File: config.mk
export PLATFORM = sky130hd
export DESIGN_NAME = timer_task_table_unit
export DESIGN_NICKNAME = d
export VERILOG_FILES = /design/src/rtl/ttt_pkg.sv /design/src/rtl/timer_task_table_unit.sv /design/src/rtl/ttt_ram.sv /design/src/rtl/ttt_report.sv
export VERILOG_INCLUDE_DIRS = /design/src /design/src/rtl
export SDC_FILE = /design/constraint.sdc
export NUM_CORES = 2
export LEC_CHECK = 0
export BUFFER_PORTS_ARGS = -buffer_cell sky130_fd_sc_hd__buf_2
export CELL_PAD_IN_SITES_DETAIL_PLACEMENT = 0
export CELL_PAD_IN_SITES_GLOBAL_PLACEMENT = 1
export CORE_MARGIN = 4
export CORE_UTILIZATION = 50
export DETAILED_ROUTE_END_ITERATION = 12
export PLACE_DENSITY_LB_ADDON = 0.3
export SYNTH_ARGS = -nofsm -noshare
export SYNTH_HDL_FRONTEND = slang
export SYNTH_SLANG_ARGS = --single-unit
File: constraint.sdc
create_clock -name clk -period 9.7 [get_ports clk]
set_clock_uncertainty 0.15 [all_clocks]
set_input_delay 1.94 -clock clk [delete_from_list [all_inputs] [get_ports clk]]
set_output_delay 1.94 -clock clk [all_outputs]
set_load 0.01 [all_outputs]
File: src/rtl/assert_macros.svh
// ----------------------------------------------------------------------------
// Assertion macros
// Shared concurrent assertion forms. Define NO_ASSERTIONS to compile them out.
// ----------------------------------------------------------------------------
`ifndef ASSERT_MACROS_SVH
`define ASSERT_MACROS_SVH
`ifndef NO_ASSERTIONS
`define ASSERT_ALWAYS(label, clk, rst_n, expr) \
	label: assert property (@(posedge clk) disable iff (!rst_n) (expr)) \
		else $error("assertion failed: invariant");
`define ASSERT_IMPLIES(label, clk, rst_n, pre, post) \
	label: assert property (@(posedge clk) disable iff (!rst_n) (pre) |-> (post)) \
		else $error("assertion failed: implication");
`else
`define ASSERT_ALWAYS(label, clk, rst_n, expr)
`define ASSERT_IMPLIES(label, clk, rst_n, pre, post)
`endif
`endif

File: src/rtl/ttt_pkg.sv
// ----------------------------------------------------------------------------
// Timer task table package
// Command codes, default sizes and the result command shared by the modules.
// ----------------------------------------------------------------------------
package ttt_pkg;

	localparam int SLOTS_DEF   = 16;
	localparam int ID_BITS_DEF = 16;
	localparam int MAX_OUT     = 16;
	localparam int NUM_W       = 16;
	localparam int FIRE_W      = $clog2(MAX_OUT + 1);

	typedef enum logic [2:0] {
		K_TICK    = 3'd0,
		K_ADD_ONE = 3'd1,
		K_ADD_PER = 3'd2,
		K_CANCEL  = 3'd3,
		K_CAN_ALL = 3'd4,
		K_CLEAR   = 3'd5
	} kind_t;

	// One request to the result stage per cycle.
	typedef struct packed {
		logic             add_v;
		logic             fire_v;
		logic             flush;
		logic [NUM_W-1:0] number;
	} rpt_cmd_t;

endpackage

File: src/rtl/timer_task_table_unit.sv
// ----------------------------------------------------------------------------
// Timer task table unit
// Insertion-ordered table of one-shot and periodic timers held in one RAM.
// ----------------------------------------------------------------------------
// Issue a command with start while busy is low. Add one-shot and add periodic
// return the assigned id (0 when the table is full) in the cycle after start.
// Tick, cancel and cancel-all walk the stored entries through the single-port
// read of the entry RAM, one entry per cycle, and a cancel that hits stops
// reading at most one entry past the hit. Fired ids come out in table order,
// at most one beat per cycle, each beat valid only in the cycle strobe is
// high; the receiver cannot stall, so take every beat. The last beat of a
// tick, like the beat of an add, carries last; the last beat of a tick shows
// in the same cycle that busy falls.
// A tick reports at most MAX_OUT fires.
// Entries past the fill count are never read, so no clearing pass follows
// reset: the unit takes commands right after reset.
// ----------------------------------------------------------------------------
`include "assert_macros.svh"

module timer_task_table_unit
	import ttt_pkg::*;
#(
	parameter int SLOTS   = SLOTS_DEF,
	parameter int ID_BITS = ID_BITS_DEF
) (
	input  logic               clk,
	input  logic               arst_n,
	input  logic               start,
	output logic               busy,
	input  logic [2:0]         kind,
	input  logic [30:0]        elapsed,
	input  logic signed [31:0] first_delay,
	input  logic signed [31:0] period,
	input  logic [15:0]        target_id,
	output logic               strobe,
	output logic               result_kind,
	output logic [NUM_W-1:0]   task_number,
	output logic               last
);

	localparam int AW    = (SLOTS > 1) ? $clog2(SLOTS) : 1;
	localparam int CNT_W = $clog2(SLOTS + 1);
	localparam int EW    = ID_BITS + 66;
	localparam int CW    = (ID_BITS > 16) ? ID_BITS : 16;

	typedef enum logic {S_IDLE, S_WALK} state_t;

	state_t             state_q;
	kind_t              op_q;
	logic [30:0]        elapsed_q;
	logic [15:0]        target_q;
	logic [CNT_W-1:0]   count_q;
	logic [ID_BITS-1:0] next_q;
	logic [CNT_W-1:0]   rd_ptr_q;
	logic [CNT_W-1:0]   dst_q;
	logic               found_q;
	logic [FIRE_W-1:0]  fires_q;
	logic               vld_s1;
	logic [AW-1:0]      src_s1;

	kind_t              in_kind;
	logic               accept;
	logic               full;
	logic               issue;
	logic               proc;
	logic               done;
	logic [ID_BITS-1:0] next_inc;

	logic               we;
	logic [AW-1:0]      waddr;
	logic [EW-1:0]      wdata;
	logic [EW-1:0]      rdata;

	logic [ID_BITS-1:0] e_num;
	logic [31:0]        e_rem;
	logic [31:0]        e_per;
	logic               e_periodic;
	logic               e_marked;
	logic [32:0]        diff;
	logic [31:0]        sat_rem;
	logic               fired;
	logic               reload;
	logic               keep;
	logic               match;

	rpt_cmd_t           cmd;

	assign in_kind = kind_t'(kind);
	assign busy    = (state_q != S_IDLE);
	assign accept  = start && !busy;
	assign full    = (count_q >= CNT_W'(SLOTS));
	assign issue   = (state_q == S_WALK) && (rd_ptr_q < count_q) && !found_q;
	assign proc    = (state_q == S_WALK) && vld_s1;
	assign done    = (state_q == S_WALK) && !issue && !vld_s1;

	// id counter wraps at the id width and skips zero
	always_comb begin
		next_inc = next_q + ID_BITS'(1);
		if (next_inc == '0) begin
			next_inc = ID_BITS'(1);
		end
	end

	// entry layout: {id, remaining, period, periodic, marked}
	assign e_num      = rdata[EW-1 -: ID_BITS];
	assign e_rem      = rdata[65:34];
	assign e_per      = rdata[33:2];
	assign e_periodic = rdata[1];
	assign e_marked   = rdata[0];

	// saturating subtract of the elapsed time
	assign diff    = {e_rem[31], e_rem} - {2'b00, elapsed_q};
	assign sat_rem = (diff[32] && !diff[31]) ? 32'h8000_0000 : diff[31:0];
	assign fired   = sat_rem[31] || (sat_rem == 32'd0);
	assign reload  = e_periodic && !e_per[31] && (e_per != 32'd0);
	assign keep    = !e_marked && (!fired || reload);
	assign match   = (CW'(e_num) == CW'(target_q));

	// RAM write port: append on add, compact on tick, mark on cancel
	always_comb begin
		we    = 1'b0;
		waddr = count_q[AW-1:0];
		wdata = rdata;
		priority if (accept && !full && (in_kind == K_ADD_ONE || in_kind == K_ADD_PER)) begin
			we    = 1'b1;
			waddr = count_q[AW-1:0];
			wdata = {next_q, first_delay,
				(in_kind == K_ADD_PER) ? period : 32'sd0,
				(in_kind == K_ADD_PER), 1'b0};
		end else if (proc && op_q == K_TICK) begin
			we    = keep;
			waddr = dst_q[AW-1:0];
			wdata = {e_num, fired ? e_per : sat_rem, e_per, e_periodic, 1'b0};
		end else if (proc && op_q == K_CAN_ALL) begin
			we    = 1'b1;
			waddr = src_s1;
			wdata = {rdata[EW-1:1], 1'b1};
		end else if (proc && op_q == K_CANCEL) begin
			we    = !found_q && match;
			waddr = src_s1;
			wdata = {rdata[EW-1:1], 1'b1};
		end
	end

	ttt_ram #(
		.WIDTH (EW),
		.DEPTH (SLOTS),
		.ADDR_W(AW)
	) u_ram (
		.clk  (clk),
		.we   (we),
		.waddr(waddr),
		.wdata(wdata),
		.raddr(rd_ptr_q[AW-1:0]),
		.rdata(rdata)
	);

	// requests to the result stage
	always_comb begin
		cmd.add_v  = accept && (in_kind == K_ADD_ONE || in_kind == K_ADD_PER);
		cmd.fire_v = proc && (op_q == K_TICK) && !e_marked && fired &&
			(fires_q < FIRE_W'(MAX_OUT));
		cmd.flush  = done && (op_q == K_TICK);
		if (cmd.add_v) begin
			cmd.number = full ? NUM_W'(0) : NUM_W'(next_q);
		end else begin
			cmd.number = NUM_W'(e_num);
		end
	end

	ttt_report u_report (
		.clk        (clk),
		.arst_n     (arst_n),
		.cmd        (cmd),
		.strobe     (strobe),
		.result_kind(result_kind),
		.task_number(task_number),
		.last       (last)
	);

	always_ff @(posedge clk or negedge arst_n) begin
		if (!arst_n) begin
			state_q  <= S_IDLE;
			op_q     <= K_TICK;
			count_q  <= '0;
			next_q   <= ID_BITS'(1);
			rd_ptr_q <= '0;
			dst_q    <= '0;
			found_q  <= 1'b0;
			fires_q  <= '0;
			vld_s1   <= 1'b0;
		end else begin
			vld_s1 <= issue;
			if (state_q == S_IDLE) begin
				if (accept) begin
					op_q     <= in_kind;
					rd_ptr_q <= '0;
					dst_q    <= '0;
					found_q  <= 1'b0;
					fires_q  <= '0;
					unique case (in_kind)
						K_ADD_ONE, K_ADD_PER: begin
							if (!full) begin
								count_q <= count_q + CNT_W'(1);
								next_q  <= next_inc;
							end
						end
						K_CLEAR: count_q <= '0;
						K_TICK, K_CANCEL, K_CAN_ALL: state_q <= S_WALK;
						default: ;
					endcase
				end
			end else begin
				// advance the read pointer, process the entry read last cycle
				if (issue) begin
					rd_ptr_q <= rd_ptr_q + CNT_W'(1);
				end
				if (proc && op_q == K_TICK && keep) begin
					dst_q <= dst_q + CNT_W'(1);
				end
				if (cmd.fire_v) begin
					fires_q <= fires_q + FIRE_W'(1);
				end
				if (proc && op_q == K_CANCEL && match) begin
					found_q <= 1'b1;
				end
				if (done) begin
					if (op_q == K_TICK) begin
						count_q <= dst_q;
					end
					state_q <= S_IDLE;
				end
			end
		end
	end

	always_ff @(posedge clk) begin
		if (issue) begin
			src_s1 <= rd_ptr_q[AW-1:0];
		end
		if (accept) begin
			elapsed_q <= elapsed;
			target_q  <= target_id;
		end
	end

	`ASSERT_ALWAYS(a_count_range, clk, arst_n, count_q <= CNT_W'(SLOTS))
	`ASSERT_ALWAYS(a_next_nonzero, clk, arst_n, next_q != '0)
	`ASSERT_ALWAYS(a_dst_behind, clk, arst_n, dst_q <= rd_ptr_q)
	`ASSERT_IMPLIES(a_fire_tick, clk, arst_n, cmd.fire_v, op_q == K_TICK && state_q == S_WALK)
	`ASSERT_IMPLIES(a_walk_bound, clk, arst_n, state_q == S_WALK, rd_ptr_q <= count_q)

endmodule

File: src/rtl/ttt_ram.sv
// ----------------------------------------------------------------------------
// Generic RAM
// One write port, one read port, read data registered.
// ----------------------------------------------------------------------------
module ttt_ram #(
	parameter int WIDTH  = 8,
	parameter int DEPTH  = 16,
	parameter int ADDR_W = (DEPTH > 1) ? $clog2(DEPTH) : 1
) (
	input  logic              clk,
	input  logic              we,
	input  logic [ADDR_W-1:0] waddr,
	input  logic [WIDTH-1:0]  wdata,
	input  logic [ADDR_W-1:0] raddr,
	output logic [WIDTH-1:0]  rdata
);

	logic [WIDTH-1:0] mem_q [DEPTH];

	always_ff @(posedge clk) begin
		if (we) begin
			mem_q[waddr] <= wdata;
		end
		rdata <= mem_q[raddr];
	end

endmodule

File: src/rtl/ttt_report.sv
// ----------------------------------------------------------------------------
// Timer task table result stage
// Holds back one fired id so the final beat of a tick can carry last.
// ----------------------------------------------------------------------------
`include "assert_macros.svh"

module ttt_report
	import ttt_pkg::*;
(
	input  logic             clk,
	input  logic             arst_n,
	input  rpt_cmd_t         cmd,
	output logic             strobe,
	output logic             result_kind,
	output logic [NUM_W-1:0] task_number,
	output logic             last
);

	logic             pend_v_q;
	logic [NUM_W-1:0] pend_id_q;

	always_ff @(posedge clk or negedge arst_n) begin
		if (!arst_n) begin
			strobe   <= 1'b0;
			pend_v_q <= 1'b0;
		end else begin
			strobe <= 1'b0;
			priority if (cmd.add_v) begin
				strobe      <= 1'b1;
				result_kind <= 1'b1;
				task_number <= cmd.number;
				last        <= 1'b1;
			end else if (cmd.fire_v) begin
				// emit the held id, hold the new one
				strobe      <= pend_v_q;
				result_kind <= 1'b0;
				task_number <= pend_id_q;
				last        <= 1'b0;
				pend_v_q    <= 1'b1;
				pend_id_q   <= cmd.number;
			end else if (cmd.flush) begin
				strobe      <= pend_v_q;
				result_kind <= 1'b0;
				task_number <= pend_id_q;
				last        <= 1'b1;
				pend_v_q    <= 1'b0;
			end
		end
	end

	`ASSERT_ALWAYS(a_fire_flush, clk, arst_n, !(cmd.fire_v && cmd.flush))
	`ASSERT_ALWAYS(a_add_fire, clk, arst_n, !(cmd.add_v && cmd.fire_v))
	`ASSERT_IMPLIES(a_add_clean, clk, arst_n, cmd.add_v, !pend_v_q)

endmodule
==> results.sh <==
export IMPL_yosysWarnings=0
export IMPL_worst_slack_ns=3.25
export IMPL_drtIter0Drc=3846
export IMPL_ant_nets=0
export IMPL_p_leak_nw=21.9
export IMPL_synthesis_area_sq_mm=0.0599
export IMPL_worstMarginPinSlew_ns=1.27
export IMPL_slowest_stage="or4b_1"
export IMPL_crit_arrival_ns=6.70
export IMPL_fillerInstances=8724
export IMPL_initial_utilization_pct=50.6
export IMPL_crit_top_cell="buf_4"
export IMPL_status="complete, no violations"
export IMPL_vias=30720
export IMPL_crit_family="buffers and inverters"
export IMPL_ys_types=81
export IMPL_timing_hold_ws_ns=0.336
export IMPL_grt_first_pass_wirelength_microns=216000
export IMPL_synth_ff_type="edfxtp_1"
export IMPL_route_detailed_drc=0
export IMPL_holdPathStages=1
export IMPL_postCtsResizedCells=0
export IMPL_dieArea_sq_mm=0.125
export IMPL_holdCritPathClass="flop to flop"
export IMPL_insertion_delay_ns=0.78
export IMPL_fp_coreArea_sq_mm=0.119
export IMPL_fin_crit_sh_pct=66.5
export IMPL_cp_max_fo=46
export IMPL_cts_root_buf="clkbuf_16"
export IMPL_layout_cells_most_common="edfxtp_1"
export IMPL_max_freq_mhz=155
export IMPL_yosysSeqAreaShare_pct=74.6
export IMPL_cp_buffers_inverters=4
export IMPL_cpPeakStageDelay_ns=0.55
export IMPL_dp_hpwl_microns=85500
export IMPL_maxSlewViolCount=0
export IMPL_worstPathCellList="ha_1 -> fa_1 -> nand2b_1 -> a21oi_2 -> o2111ai_2 -> a311oi_2 -> nor2_2 -> xnor2_1 -> or4b_1 -> or4b_4 -> o31ai_4 -> buf_4 -> a21o_1 -> buf_4 -> a211oi_4 -> buf_4 -> buf_4"
export IMPL_min_from="u_report.pend_v_q$_DFFE_PN0P_"
export IMPL_cts_buffers=150
export IMPL_reg2reg_depth=17
export IMPL_seq_area_sq_mm=0.0447
export IMPL_multi_input_area_sq_mm=0.0148
export IMPL_ys_seq_elements=1523
export IMPL_min_to="u_report.pend_v_q$_DFFE_PN0P_"
export IMPL_cts_sinks=1523
export IMPL_syn_nets=3140
export IMPL_post_cts_setup_buffers=0
export IMPL_synth_edf_count=1397
export IMPL_place_gp_congestion=0.856
export IMPL_end_kind="flop"
export IMPL_netlist_area_leader_share_pct=70.0
export IMPL_max_vdd_ir_drop_v=0.000217
export IMPL_cts_buffer_depth=3
export IMPL_io_pin_count=137
export IMPL_vias_per_cell=6.26
export IMPL_final_cell_mix="1397 x edfxtp_1, 410 x mux4_2, 210 x nand2_1"
export IMPL_netlist_top_cells_area="edfxtp_1 70%, mux4_2 15%, dfxtp_1 2.7%, dfrtp_1 1.8%, nand2_1 1.3%"
export IMPL_fp_dieH_microns=354
export IMPL_drv_cap=0
export IMPL_async_flop_share_pct=2.89
export IMPL_wl_per_cell_microns=29.9
export IMPL_htreeDepth=4
export IMPL_fin_crit_ns=6.45
export IMPL_layout_drive_gt1_share_pct=27.3
export IMPL_required_ns=9.95
export IMPL_place_ws_ns=3.30
export IMPL_port_buffer_count=136
export IMPL_place_area_sq_mm=0.0628
export IMPL_final_util_pct=57.2
export IMPL_synth_cells=2982
export IMPL_syn_area_per_cell_sq_um=20.1
export IMPL_nNetsFinal=3337
export IMPL_r2r_start="elapsed_q[0]$_DFFE_PP_"
export IMPL_drt_pass1_iterations=6
export IMPL_num_rows=126
export IMPL_slew_headroom_pct=15.1
export IMPL_regToRegEndpoint="u_ram.mem_q[3][74]$_DFFE_PP_"
export IMPL_insertedDiodeCount=0
export IMPL_drt_total_wl_microns=147000
export IMPL_regToRegSetupSlack_ns=3.25
export IMPL_design_area_sq_mm=0.0678
export IMPL_overflow=0
export IMPL_grt_use_total_pct=23.5
export IMPL_post_cts_hold_buffer_count=0
export IMPL_clk_pin_slew_ns=0.06
export IMPL_die_x_microns=354
export IMPL_start_kind="flop"
export IMPL_rsz0062_at_grt="false"
export IMPL_hold_violations=0
export IMPL_critPathKind="flop to flop"
export IMPL_synth_largest_area_cell="edfxtp_1"
export IMPL_grt_max_degree=105
export IMPL_antenna_found_initial=1
export IMPL_cts_tree="built"
export IMPL_setup_violations=0
export IMPL_power_density_mw_per_mm2=305
export IMPL_grt_pass1_vias=30957
export IMPL_area_growth_pct=13.1
[stage by stage]
stage / power, W / std cells / TNS, ns
floorplan: 0.0131 / 2982 / -320.11
global placement: 0.0148 / 4627 / 0
detailed placement: 0.0150 / 4627 / 0
CTS: 0.0208 / 4908 / 0
global route: 0.0215 / 4908 / 0
finish: 0.0207 / 4908 / 0
[sequential cells by signal, summed over array words and instances (netlist names)]
name	count
fires_q	5
u_report.result_kind	1
target_q	16
busy	1
u_ram.mem_q	1312
u_report.strobe	1
dst_q	5
u_report.pend_id_q	16
elapsed_q	31
vld_s1	1
found_q	1
next_q	16
u_report.task_number	16
src_s1	4
count_q	5
u_report.last	1
u_report.pend_v_q	1
u_ram.rdata	82
op_q	3
rd_ptr_q	5
[worst max-delay path by stage]
stage                                               to  slack [ns]                    start  depth (start not counted)
after floorplan           u_ram.mem_q[11][0]$_DFFE_PP_       -0.26                    start                          8
after global placement    u_ram.mem_q[8][37]$_DFFE_PP_        3.31   elapsed_q[0]$_DFFE_PP_                         17
after detailed placement  u_ram.mem_q[6][41]$_DFFE_PP_        3.30   elapsed_q[0]$_DFFE_PP_                         15
after CTS                 u_ram.mem_q[2][74]$_DFFE_PP_        3.27   elapsed_q[0]$_DFFE_PP_                         17
after global routing      u_ram.mem_q[2][74]$_DFFE_PP_        2.90  u_ram.rdata[34]$_DFF_P_                         18
final                     u_ram.mem_q[3][74]$_DFFE_PP_        3.25   elapsed_q[0]$_DFFE_PP_                         17
[synth_stat cells, types with 8 or more instances]
library cell and number:
inv_1 46, clkbuf_1 107, mux2i_1 8, nor4_1 16, a21o_1 11, o21ai_0 43, a21oi_1 49, nor3_1 15
nand4_1 38, nand3_1 86, dfrtp_1 43, nand2b_1 11, xor2_1 29, edfxtp_1 1397, dfxtp_1 82, buf_2 15
and3_1 17, nand2_1 210, nor2b_1 10, a22o_1 32, nor2_1 53, mux4_2 410, a211oi_1 22, ha_1 40
buf_1 30, o311ai_0 11, xnor2_1 29
[routing by layer]
layer	track usage, %	vias up	wire length, microns
met1	35.4	16325	62400
met3	3.74	198	11500
met5	0	-	0
li1	-	12696	-
met2	36.5	1501	69400
met4	6.24	0	3340
[layout make-up]
cell class | instances | area share [%]
timing repair buffer | 199 | 1.74
clock buffer | 215 | 6.33
clock inverter | 66 | 0.997
multi-input combinational | 1258 | 21.8
tap | 1600 | 2.95
sequential | 1523 | 65.9
inverter | 47 | 0.260
[power by group]
group,leakage (nW),internal (W),switching (W)
Sequential,13.9,0.00872,0.000594
Clock,2.44,0.00332,0.00245
Combinational,5.60,0.00224,0.00333
[cells by family after synthesis]
logic type / count (synthesis) / share of synthesized area, %
AOI/OAI and AO/OA: 251 / 2.99
DFF: 1523 / 74.6
and+or+nand+nor: 489 / 3.87
buffers and inverters: 201 / 1.31
muxes: 419 / 15.6
xor gates and xnor gates: 58 / 0.847
adders and majority gates: 41 / 0.868
Power figures use the tool's default switching activity.
